`src/rtl/bts_pkg.sv`:
```
`timescale 1ns / 1ps
// ----------------------------------------------------------------------------
// bts_pkg
// Shared types, constants and byte classification for the byte stream
// tokenizer.
// ----------------------------------------------------------------------------
package bts_pkg;

   localparam int MAX_TOKEN_LEN = 255;
   localparam int OFFSET_BITS   = 24;

   localparam int LEN_LIMIT = (MAX_TOKEN_LEN > 255) ? 255 : MAX_TOKEN_LEN;
   localparam logic [23:0] OFF_MAX =
      (OFFSET_BITS >= 24) ? 24'hFFFFFF : 24'((64'd1 << OFFSET_BITS) - 64'd1);
   localparam logic [15:0] COUNT_MAX = 16'hFFFF;

   localparam int QUEUE_DEPTH    = 4;
   localparam int QUEUE_PTR_BITS = $clog2(QUEUE_DEPTH);

   localparam logic [7:0] CHAR_NUL        = 8'h00;
   localparam logic [7:0] CHAR_NEWLINE    = 8'h0A;
   localparam logic [7:0] CHAR_UNDERSCORE = 8'h5F;
   localparam logic [7:0] CHAR_PLUS       = 8'h2B;
   localparam logic [7:0] CHAR_MINUS      = 8'h2D;
   localparam logic [7:0] CHAR_STAR       = 8'h2A;
   localparam logic [7:0] CHAR_SLASH      = 8'h2F;
   localparam logic [7:0] CHAR_LPAREN     = 8'h28;
   localparam logic [7:0] CHAR_RPAREN     = 8'h29;
   localparam logic [7:0] CHAR_EQUALS     = 8'h3D;
   localparam logic [7:0] CHAR_SEMICOLON  = 8'h3B;

   localparam logic [3:0] KIND_IDENT     = 4'd0;
   localparam logic [3:0] KIND_NUMBER    = 4'd1;
   localparam logic [3:0] KIND_PLUS      = 4'd2;
   localparam logic [3:0] KIND_MINUS     = 4'd3;
   localparam logic [3:0] KIND_TIMES     = 4'd4;
   localparam logic [3:0] KIND_DIVIDE    = 4'd5;
   localparam logic [3:0] KIND_LPAREN    = 4'd6;
   localparam logic [3:0] KIND_RPAREN    = 4'd7;
   localparam logic [3:0] KIND_EQUALS    = 4'd8;
   localparam logic [3:0] KIND_SEMICOLON = 4'd9;
   localparam logic [3:0] KIND_END       = 4'd10;
   localparam logic [3:0] KIND_NONE      = 4'd0;

   typedef enum logic [1:0] {
      MODE_IDLE   = 2'd0,
      MODE_IDENT  = 2'd1,
      MODE_NUMBER = 2'd2
   } scan_mode_type;

   typedef struct packed {
      logic [3:0]  kind;
      logic [15:0] line;
      logic [15:0] column;
      logic [23:0] start;
      logic [7:0]  length;
      logic        overflow;
   } token_type;

   typedef struct packed {
      token_type   first;
      token_type   second;
      logic [1:0]  count;
   } entry_type;

   function automatic logic is_alpha(input logic [7:0] c);
      return (c >= 8'h41 && c <= 8'h5A) || (c >= 8'h61 && c <= 8'h7A);
   endfunction

   function automatic logic is_digit(input logic [7:0] c);
      return c >= 8'h30 && c <= 8'h39;
   endfunction

   function automatic logic [3:0] op_kind(input logic [7:0] c);
      logic [3:0] k;
      unique case (c)
         CHAR_PLUS:      k = KIND_PLUS;
         CHAR_MINUS:     k = KIND_MINUS;
         CHAR_STAR:      k = KIND_TIMES;
         CHAR_SLASH:     k = KIND_DIVIDE;
         CHAR_LPAREN:    k = KIND_LPAREN;
         CHAR_RPAREN:    k = KIND_RPAREN;
         CHAR_EQUALS:    k = KIND_EQUALS;
         CHAR_SEMICOLON: k = KIND_SEMICOLON;
         default:        k = KIND_NONE;
      endcase
      return k;
   endfunction

endpackage

```
`src/rtl/bts_front.sv`:
```
`timescale 1ns / 1ps
// ----------------------------------------------------------------------------
// bts_front
// Accepts text bytes, tracks position and open token, and packs the tokens
// that each byte completes into one queue entry.
// ----------------------------------------------------------------------------
module bts_front
   import bts_pkg::*;
(
   input  logic        clock,
   input  logic        reset,
   input  logic        req_valid,
   output logic        req_stall,
   input  logic [7:0]  req_char_byte,
   input  logic        queue_full,
   output logic        push,
   output entry_type   push_entry
);

   scan_mode_type mode_ff, mode_in;
   logic [15:0]   line_ff, line_in;
   logic [15:0]   col_ff, col_in;
   logic [23:0]   off_ff, off_in;
   logic [15:0]   ostart_col_ff, ostart_col_in;
   logic [23:0]   ostart_off_ff, ostart_off_in;
   logic [7:0]    olen_ff, olen_in;

   logic          accept;
   logic          c_alpha, c_digit, c_nul;
   logic [3:0]    c_op;
   logic          cont;
   logic          grow_act;
   logic [7:0]    grow_base;
   logic [8:0]    grow_len;
   logic          grow_cut;
   logic [15:0]   grow_col;
   logic [23:0]   grow_off;
   scan_mode_type grow_mode;
   logic [15:0]   adv_line, adv_col;
   logic [23:0]   adv_off;

   logic          pend;
   token_type     pend_tok, other_tok;
   logic          other_v;

   assign req_stall = queue_full;
   assign accept    = req_valid && !req_stall;

   assign c_alpha = is_alpha(req_char_byte);
   assign c_digit = is_digit(req_char_byte);
   assign c_nul   = (req_char_byte == CHAR_NUL);
   assign c_op    = op_kind(req_char_byte);

   always_comb begin
      unique case (mode_ff)
         MODE_IDENT:  cont = c_alpha || c_digit || (req_char_byte == CHAR_UNDERSCORE);
         MODE_NUMBER: cont = c_digit;
         default:     cont = 1'b0;
      endcase
   end

   // byte added to an open or new token
   assign grow_act  = cont || c_alpha || c_digit;
   assign grow_base = cont ? olen_ff : 8'd0;
   assign grow_len  = {1'b0, grow_base} + 9'd1;
   assign grow_cut  = grow_len >= 9'(LEN_LIMIT);
   assign grow_col  = (grow_base == 8'd0) ? col_ff : ostart_col_ff;
   assign grow_off  = (grow_base == 8'd0) ? off_ff : ostart_off_ff;
   assign grow_mode = cont ? mode_ff : (c_alpha ? MODE_IDENT : MODE_NUMBER);

   // position after a nonzero byte
   always_comb begin
      adv_off  = (off_ff < OFF_MAX) ? off_ff + 24'd1 : off_ff;
      adv_line = line_ff;
      adv_col  = col_ff;
      if (req_char_byte == CHAR_NEWLINE) begin
         adv_line = (line_ff < COUNT_MAX) ? line_ff + 16'd1 : line_ff;
         adv_col  = 16'd1;
      end else if (col_ff < COUNT_MAX) begin
         adv_col = col_ff + 16'd1;
      end
   end

   // next state
   always_comb begin
      mode_in       = mode_ff;
      line_in       = line_ff;
      col_in        = col_ff;
      off_in        = off_ff;
      ostart_col_in = ostart_col_ff;
      ostart_off_in = ostart_off_ff;
      olen_in       = olen_ff;
      if (accept) begin
         priority if (!cont && c_nul) begin
            mode_in       = MODE_IDLE;
            line_in       = 16'd1;
            col_in        = 16'd1;
            off_in        = 24'd0;
            ostart_col_in = 16'd1;
            ostart_off_in = 24'd0;
            olen_in       = 8'd0;
         end else begin
            line_in = adv_line;
            col_in  = adv_col;
            off_in  = adv_off;
            if (grow_act) begin
               mode_in       = grow_mode;
               ostart_col_in = grow_col;
               ostart_off_in = grow_off;
               olen_in       = grow_cut ? 8'd0 : grow_len[7:0];
            end else begin
               mode_in = MODE_IDLE;
               olen_in = 8'd0;
            end
         end
      end
   end

   // tokens produced by this byte
   always_comb begin
      pend = !cont && (mode_ff == MODE_IDENT || mode_ff == MODE_NUMBER) && (olen_ff != 8'd0);
      pend_tok.kind     = (mode_ff == MODE_IDENT) ? KIND_IDENT : KIND_NUMBER;
      pend_tok.line     = line_ff;
      pend_tok.column   = ostart_col_ff;
      pend_tok.start    = ostart_off_ff;
      pend_tok.length   = olen_ff;
      pend_tok.overflow = 1'b0;

      other_v             = 1'b0;
      other_tok.kind      = c_op;
      other_tok.line      = line_ff;
      other_tok.column    = col_ff;
      other_tok.start     = off_ff;
      other_tok.length    = 8'd1;
      other_tok.overflow  = 1'b0;
      priority if (grow_act) begin
         other_v            = grow_cut;
         other_tok.kind     = (grow_mode == MODE_IDENT) ? KIND_IDENT : KIND_NUMBER;
         other_tok.column   = grow_col;
         other_tok.start    = grow_off;
         other_tok.length   = grow_len[7:0];
         other_tok.overflow = 1'b1;
      end else if (c_nul) begin
         other_v          = 1'b1;
         other_tok.kind   = KIND_END;
         other_tok.length = 8'd0;
      end else begin
         other_v = (c_op != KIND_NONE);
      end

      push_entry.first  = pend ? pend_tok : other_tok;
      push_entry.second = other_tok;
      push_entry.count  = {1'b0, pend} + {1'b0, other_v};
      push              = accept && (pend || other_v);
   end

   always_ff @(posedge clock) begin
      if (reset) begin
         mode_ff       <= MODE_IDLE;
         line_ff       <= 16'd1;
         col_ff        <= 16'd1;
         off_ff        <= 24'd0;
         ostart_col_ff <= 16'd1;
         ostart_off_ff <= 24'd0;
         olen_ff       <= 8'd0;
      end else begin
         mode_ff       <= mode_in;
         line_ff       <= line_in;
         col_ff        <= col_in;
         off_ff        <= off_in;
         ostart_col_ff <= ostart_col_in;
         ostart_off_ff <= ostart_off_in;
         olen_ff       <= olen_in;
      end
   end

`ifndef NO_ASSERTIONS
   a_line_nonzero: assert property (@(posedge clock) disable iff (reset)
      line_ff != 16'd0) else $error("line count reached zero");
   a_col_nonzero: assert property (@(posedge clock) disable iff (reset)
      col_ff != 16'd0) else $error("column count reached zero");
   a_open_below_limit: assert property (@(posedge clock) disable iff (reset)
      {1'b0, olen_ff} < 9'(LEN_LIMIT)) else $error("open token at length limit");
   a_idle_nothing_open: assert property (@(posedge clock) disable iff (reset)
      mode_ff == MODE_IDLE |-> olen_ff == 8'd0) else $error("token open while idle");
`endif

endmodule

```
`src/rtl/bts_queue.sv`:
```
`timescale 1ns / 1ps
// ----------------------------------------------------------------------------
// bts_queue
// Short first-in first-out queue of token entries between front and back.
// ----------------------------------------------------------------------------
module bts_queue
   import bts_pkg::*;
(
   input  logic       clock,
   input  logic       reset,
   input  logic       push,
   input  entry_type  push_entry,
   output logic       full,
   input  logic       pop,
   output logic       empty,
   output entry_type  head
);

   entry_type                 slots [QUEUE_DEPTH];
   logic [QUEUE_PTR_BITS-1:0] wr_ptr_ff, wr_ptr_in;
   logic [QUEUE_PTR_BITS-1:0] rd_ptr_ff, rd_ptr_in;
   logic [QUEUE_PTR_BITS:0]   count_ff, count_in;

   assign full  = (count_ff == (QUEUE_PTR_BITS+1)'(QUEUE_DEPTH));
   assign empty = (count_ff == '0);
   assign head  = slots[rd_ptr_ff];

   assign wr_ptr_in = push ? wr_ptr_ff + 1'b1 : wr_ptr_ff;
   assign rd_ptr_in = pop ? rd_ptr_ff + 1'b1 : rd_ptr_ff;

   always_comb begin
      unique case ({push, pop})
         2'b10:   count_in = count_ff + 1'b1;
         2'b01:   count_in = count_ff - 1'b1;
         default: count_in = count_ff;
      endcase
   end

   always_ff @(posedge clock) begin
      if (push) begin
         slots[wr_ptr_ff] <= push_entry;
      end
   end

   always_ff @(posedge clock) begin
      if (reset) begin
         wr_ptr_ff <= '0;
         rd_ptr_ff <= '0;
         count_ff  <= '0;
      end else begin
         wr_ptr_ff <= wr_ptr_in;
         rd_ptr_ff <= rd_ptr_in;
         count_ff  <= count_in;
      end
   end

`ifndef NO_ASSERTIONS
   a_no_push_full: assert property (@(posedge clock) disable iff (reset)
      full |-> !push) else $error("push into full queue");
   a_no_pop_empty: assert property (@(posedge clock) disable iff (reset)
      empty |-> !pop) else $error("pop from empty queue");
   a_count_range: assert property (@(posedge clock) disable iff (reset)
      count_ff <= (QUEUE_PTR_BITS+1)'(QUEUE_DEPTH)) else $error("queue count out of range");
   a_ptr_track: assert property (@(posedge clock) disable iff (reset)
      QUEUE_PTR_BITS'(wr_ptr_ff - rd_ptr_ff) == count_ff[QUEUE_PTR_BITS-1:0])
      else $error("queue pointers disagree with count");
`endif

endmodule

```
`src/rtl/bts_back.sv`:
```
`timescale 1ns / 1ps
// ----------------------------------------------------------------------------
// bts_back
// Unpacks queue entries into single token transfers through an output
// register.
// ----------------------------------------------------------------------------
module bts_back
   import bts_pkg::*;
(
   input  logic        clock,
   input  logic        reset,
   input  logic        empty,
   input  entry_type   head,
   output logic        pop,
   output logic        rsp_valid,
   input  logic        rsp_stall,
   output logic [3:0]  rsp_token_kind,
   output logic [15:0] rsp_token_line,
   output logic [15:0] rsp_token_column,
   output logic [23:0] rsp_token_start,
   output logic [7:0]  rsp_token_length,
   output logic        rsp_length_overflow,
   output logic        rsp_last_of_run
);

   logic      valid_ff, valid_in;
   logic      sub_ff, sub_in;
   token_type tok_ff, tok_in;
   logic      last_ff, last_in;
   logic      load;
   logic      last_slot;

   assign load      = (!valid_ff || !rsp_stall) && !empty;
   assign last_slot = sub_ff || (head.count == 2'd1);
   assign pop       = load && last_slot;

   always_comb begin
      valid_in = valid_ff;
      sub_in   = sub_ff;
      tok_in   = tok_ff;
      last_in  = last_ff;
      if (load) begin
         valid_in = 1'b1;
         tok_in   = sub_ff ? head.second : head.first;
         last_in  = last_slot;
         sub_in   = !last_slot;
      end else if (!rsp_stall) begin
         valid_in = 1'b0;
      end
   end

   always_ff @(posedge clock) begin
      if (reset) begin
         valid_ff <= 1'b0;
         sub_ff   <= 1'b0;
      end else begin
         valid_ff <= valid_in;
         sub_ff   <= sub_in;
      end
   end

   always_ff @(posedge clock) begin
      tok_ff  <= tok_in;
      last_ff <= last_in;
   end

   assign rsp_valid           = valid_ff;
   assign rsp_token_kind      = tok_ff.kind;
   assign rsp_token_line      = tok_ff.line;
   assign rsp_token_column    = tok_ff.column;
   assign rsp_token_start     = tok_ff.start;
   assign rsp_token_length    = tok_ff.length;
   assign rsp_length_overflow = tok_ff.overflow;
   assign rsp_last_of_run     = last_ff;

`ifndef NO_ASSERTIONS
   a_sub_needs_pair: assert property (@(posedge clock) disable iff (reset)
      sub_ff && !empty |-> head.count == 2'd2) else $error("second slot of single entry");
   a_no_empty_entry: assert property (@(posedge clock) disable iff (reset)
      !empty |-> head.count != 2'd0) else $error("queue entry without tokens");
   a_end_is_last: assert property (@(posedge clock) disable iff (reset)
      valid_ff && tok_ff.kind == KIND_END |-> last_ff) else $error("end token not last");
`endif

endmodule

```
`src/rtl/byte_stream_tokenizer.sv`:
```
`timescale 1ns / 1ps
// ----------------------------------------------------------------------------
// byte_stream_tokenizer
// Expression lexer: one text byte per transfer in, one token per transfer out.
// ----------------------------------------------------------------------------
// usage
//   req channel: one text byte per transfer on req_char_byte; byte zero ends
//   the text, flushes any open token, sends an end token and restarts counts
//   rsp channel: one token per transfer, kind, line, column, start offset,
//   length and overflow flag; rsp_last_of_run marks the last token of a byte
//   throughput: one byte per cycle while the queue is not full; a byte that
//   closes a token and makes a second one (operator, end, length cut) needs
//   two rsp transfers; a byte's first token is written into the queue and
//   then loaded into the rsp output register when rsp does not stall
//   the front tracks position and open token, a four-entry queue holds the
//   packed tokens, and the back unpacks them into the rsp output register
//   receiver stall: rsp holds its token; req_stall rises once the queue is
//   full and bytes that cause no token still wait for room
//   reset: synchronous, clears counts to line 1, column 1, offset 0 and
//   drops everything queued
// ----------------------------------------------------------------------------
module byte_stream_tokenizer
   import bts_pkg::*;
(
   input  logic        clock,
   input  logic        reset,
   input  logic        req_valid,
   output logic        req_stall,
   input  logic [7:0]  req_char_byte,
   output logic        rsp_valid,
   input  logic        rsp_stall,
   output logic [3:0]  rsp_token_kind,
   output logic [15:0] rsp_token_line,
   output logic [15:0] rsp_token_column,
   output logic [23:0] rsp_token_start,
   output logic [7:0]  rsp_token_length,
   output logic        rsp_length_overflow,
   output logic        rsp_last_of_run
);

   logic      push, pop, full, empty;
   entry_type push_entry, head;

   bts_front u_front (
      .clock         (clock),
      .reset         (reset),
      .req_valid     (req_valid),
      .req_stall     (req_stall),
      .req_char_byte (req_char_byte),
      .queue_full    (full),
      .push          (push),
      .push_entry    (push_entry)
   );

   bts_queue u_queue (
      .clock      (clock),
      .reset      (reset),
      .push       (push),
      .push_entry (push_entry),
      .full       (full),
      .pop        (pop),
      .empty      (empty),
      .head       (head)
   );

   bts_back u_back (
      .clock               (clock),
      .reset               (reset),
      .empty               (empty),
      .head                (head),
      .pop                 (pop),
      .rsp_valid           (rsp_valid),
      .rsp_stall           (rsp_stall),
      .rsp_token_kind      (rsp_token_kind),
      .rsp_token_line      (rsp_token_line),
      .rsp_token_column    (rsp_token_column),
      .rsp_token_start     (rsp_token_start),
      .rsp_token_length    (rsp_token_length),
      .rsp_length_overflow (rsp_length_overflow),
      .rsp_last_of_run     (rsp_last_of_run)
   );

endmodule
```
`config.mk`:
```
export PLATFORM = sky130hd
export DESIGN_NAME = byte_stream_tokenizer
export DESIGN_NICKNAME = d
export VERILOG_FILES = /design/src/rtl/bts_pkg.sv /design/src/rtl/bts_front.sv /design/src/rtl/bts_queue.sv /design/src/rtl/bts_back.sv /design/src/rtl/byte_stream_tokenizer.sv
export SDC_FILE = /design/constraint.sdc
export NUM_CORES = 1
export LEC_CHECK = 0
export ABC_AREA = 1
export BUFFER_PORTS_ARGS = -buffer_cell sky130_fd_sc_hd__buf_2
export CAP_MARGIN = 20
export CORE_MARGIN = 2
export CORE_UTILIZATION = 60
export DETAILED_ROUTE_END_ITERATION = 12
export GPL_ROUTABILITY_DRIVEN = 0
export PLACE_DENSITY = 0.77
export SLEW_MARGIN = 30
export SYNTH_ARGS = -nofsm -noshare
export SYNTH_HDL_FRONTEND = slang
export SYNTH_SLANG_ARGS = --single-unit
```
`constraint.sdc`:
```
create_clock -name clock -period 27.5 [get_ports clock]
set_input_delay 5.5 -clock clock [delete_from_list [all_inputs] [get_ports clock]]
set_output_delay 5.5 -clock clock [all_outputs]
set_load 0.02 [all_outputs]
```
==> results.txt <==
- Number of global-route vias before repair: 19500
- Detailed placer's ending HPWL: 37600 microns
- Synthesis produced 2652 cells.
- Yosys instantiated no cell more often than edfxtp_1.
* Clock sink total: 683
- For this configuration, the core starts out at a cell density of 60.8%.
- Commonest cells in the synthesized netlist: 566 x edfxtp_1, 479 x nor2_1, 434 x nand2_1
- Reg2reg path depth: 20
* Max H-tree Level: 3
- After clock tree synthesis, the repair step resized 0 gates.
- edfxtp_1 takes more of the synthesized area than any other cell.
- For the pin with the worst max-slew slack, the measured transition is 1.01 ns.
- The final max-slew violation count is 0.
- Cell types with the largest area share after synthesis: edfxtp_1 60%, dfxtp_1 8.3%, nor2_1 6.4%
- STA classifies the critical path startpoint as an input pin.
- In this run the vertical extent of the chip is 221 microns.
* Maximum Capacitance Violations: 0
* Worst setup path category: in2reg
* Count of unique library cells instantiated by Yosys: 43
* Fraction of synthesis flops using an asynchronous set or reset pin: 0%
* Total Routing Usage GR: 26.7%
- Maximum number of pins on one net before global-route repair: 102
* Area growth from synthesis to final layout: 10.6%
- Once the clock tree was built, the setup fixing pass inserted 0 buffers.
- Post-synthesis area per instance: 10.6 sq um
- Post-synth top flop: edfxtp_1
* Areal power density over the cells: 79.2 mW/mm^2
* CTS Root Cell: clkbuf_16
* Core Rows: 79
- The routed design could run at a clock period as short as 10.76 ns.
* Highest attainable clock frequency: 0.0930 GHz
- Total Negative Setup Slacks: 0 ns
- The min-delay analysis places its worst path in the category reg2reg.
* Max transition margin: 32.2%
- Of all nets on the critical path, the largest fanout is 58.
- Clock skew on the completed layout was measured at 0.0265 ns.
- Setup repair after global routing left no endpoint under its margin.
- The run finished with clean final reports.
- Via density per instance: 5.99
- The floorplan step set the die width to 221 microns.
* Sum of routed wire length over all layers: 65700 microns
* Slowest stage cell, crit path: buf_4
- Insertion delay of the later-clocked pin in the worst-skew pair: 0.60 ns
- At the end of the flow, the number of nets in the layout was 2712.
- Share of the synthesized area in the top cell type: 60.2%
* Antenna Diode Count: 0
- Once detail routing completed, the nets flagged for antenna violations numbered 0.
- DRC violation count after routing: 0
- OpenSTA, run right after detailed placement, puts the worst setup slack at 16.23 ns.
* Count of TritonRoute iterations in the first routing pass: 6
* Period Utilization, post-route: 39.1%
* Leftover overflow at the end of global routing: 0
* Cells along the critical path: buf_2 > inv_1 > nand2_1 > nor2_2 > nand3_1 > nand2_2 > nand3_4 > nor2_1 > ha_1 > inv_1 > nor2_1 > nand2_1 > nand2_1 > nand2_1 > nor3_2 > nand3_4 > nand2_1 > o21ai_2 > ha_1 > or2_2 > nor2_4 > buf_4 > buf_4
- Cell Area, Synth: 0.0282 sq mm
* Register bit total from synthesis: 683
- Die area: 0.0488 sq mm
* Post-layout power: 0.00247 W
- At the worst endpoint, the required time is 27.72 ns.
- Number of synthesized flops with an enable pin: 566
* Fillers: 3337
- The longest clock path from root to sink contains 3 buffers.
* Number of CTS-inserted buffers: 67
* Drt initial violations: 2019
- The post-route netlist has 9.14% of its cells at a drive strength greater than 1.
- Initial antenna violation count: 1
- Synthesis Warnings: 0
- At the worst endpoint, the arrival time is 10.97 ns.
* Endpoint type of the worst setup path: flop
- Dominant cell type by count on the critical path: nand2_1
- Minimum setup slack in the final design: 16.74 ns
- The worst hold path was traced through 2 stages.
* I/O pin count: 84
- Input and output buffers added on the ports amount to 83.
- The number of nets handed over by synthesis was 2680.
* Register clock-pin slew on the reported worst setup and hold paths: 0.06 ns
- Setup violations remaining at the end of the flow were counted as 0.
- Core area: 0.0465 sq mm
- In this design, the stage delay of the slowest critical-path cell is 0.85 ns.
- Largest voltage drop on the vdd net: 50.1 uV
- TritonCTS built the clock tree.
* Wire length of the first global-routing pass: 104000 microns
- For this design, the CTS-stage hold fixing added 0 buffers.
- For this run, the register share of the synthesized area comes to 68.5%.
- After detailed routing, the average wire length per cell comes to 19.7 microns.
- Total number of vias: 20000
* Leakage power total: 10.9 nW
- The count of endpoints failing hold in the final timing report came to 0.
-- layout by cell type (no fill, tap or decap), types with 57 or more instances in the layout --
cell	Yosys	layout
dfxtp_1	117	115
inv_1	127	125
nor2_1	479	475
nand3_1	58	57
o21ai_0	329	329
clkbuf_16	0	69
edfxtp_1	566	566
o22ai_1	72	72
buf_2	17	83
a21oi_1	103	103
nand2_1	434	433
-- per-stage QoR --
| stage | hold slack (ns) | cells | util [%] | area (sq um) |
|---|---|---|---|---|
| after floorplan | 0.436 | 2652 | - | 28200 |
| after global routing | 0.487 | 3343 | 67.2 | 31200 |
| after CTS | 0.462 | 3343 | 67.2 | 31200 |
| final | 0.464 | 3343 | 67.2 | 31200 |
| after global placement | 0.444 | 3222 | 62.6 | 29100 |
| after detailed placement | 0.453 | 3222 | 62.6 | 29100 |
-- path summary, 6_finish.rpt --
path                          endpoint  slack, ns                 start
setup / recovery  u_queue.slots[3][98]      16.74      req_char_byte[6]
hold / removal                    flop       0.46  u_queue.rd_ptr_ff[1]
setup reg to reg  u_queue.slots[3][98]      21.46    u_front.mode_ff[0]
hold reg to reg                   flop       0.46  u_queue.rd_ptr_ff[1]
-- report_power, final --
group          switching, W  internal [W]
Sequential        0.0000159       0.00119
Clock              0.000370      0.000529
Combinational      0.000277     0.0000915
Total              0.000663       0.00181
-- worst max-delay path: cells and delay by family --
family | cells | cell delay (ns)
adder cells (fa/ha/maj) | 2 | 0.44
buffers and inverters | 5 | 1.74
AND/OR/NAND/NOR | 15 | 3.13
AO/OA/AOI/OAI | 1 | 0.08
-- metal layers --
metal,global-route usage (%),share of wire (%)
met5,0,0
met4,11.9,3.4
met3,3.93,7.8
met2,44.7,49
met1,35.0,40
-- state kept, by name (all words and copies together), names as in the netlist, 3 cells and up, named ones only --
name                     count
u_front.ostart_off_ff       24
u_front.ostart_col_ff       16
u_back.rsp_token_column     16
u_front.line_ff             16
u_back.rsp_token_line       16
u_front.off_ff              24
u_front.olen_ff              8
u_back.rsp_token_start      24
u_back.rsp_token_kind        4
u_queue.slots              496
u_queue.count_ff             3
u_back.rsp_token_length      8
u_front.col_ff              16
-- logic make-up after synthesis --
logic type | after synthesis | synth area share [%]
buf+inv | 285 | 4.00
xor+xnor | 6 | 0.186
simple gates | 1039 | 14.8
fa+ha+maj | 16 | 0.736
compound gates | 623 | 11.8
flops | 683 | 68.5
-- final cells by class --
cell class | instances | area [sq um] | share of cell area [%]
clock buffers | 99 | 1910 | 6.11
clock inverters | 22 | 240 | 0.769
inverters | 140 | 533 | 1.71
multi-input cells | 1684 | 7830 | 25.1
flip-flops and latches | 683 | 19300 | 61.9
well taps | 607 | 759 | 2.43
repair buffers | 108 | 614 | 1.97
Note: power is estimated with default switching activity, not from simulation.
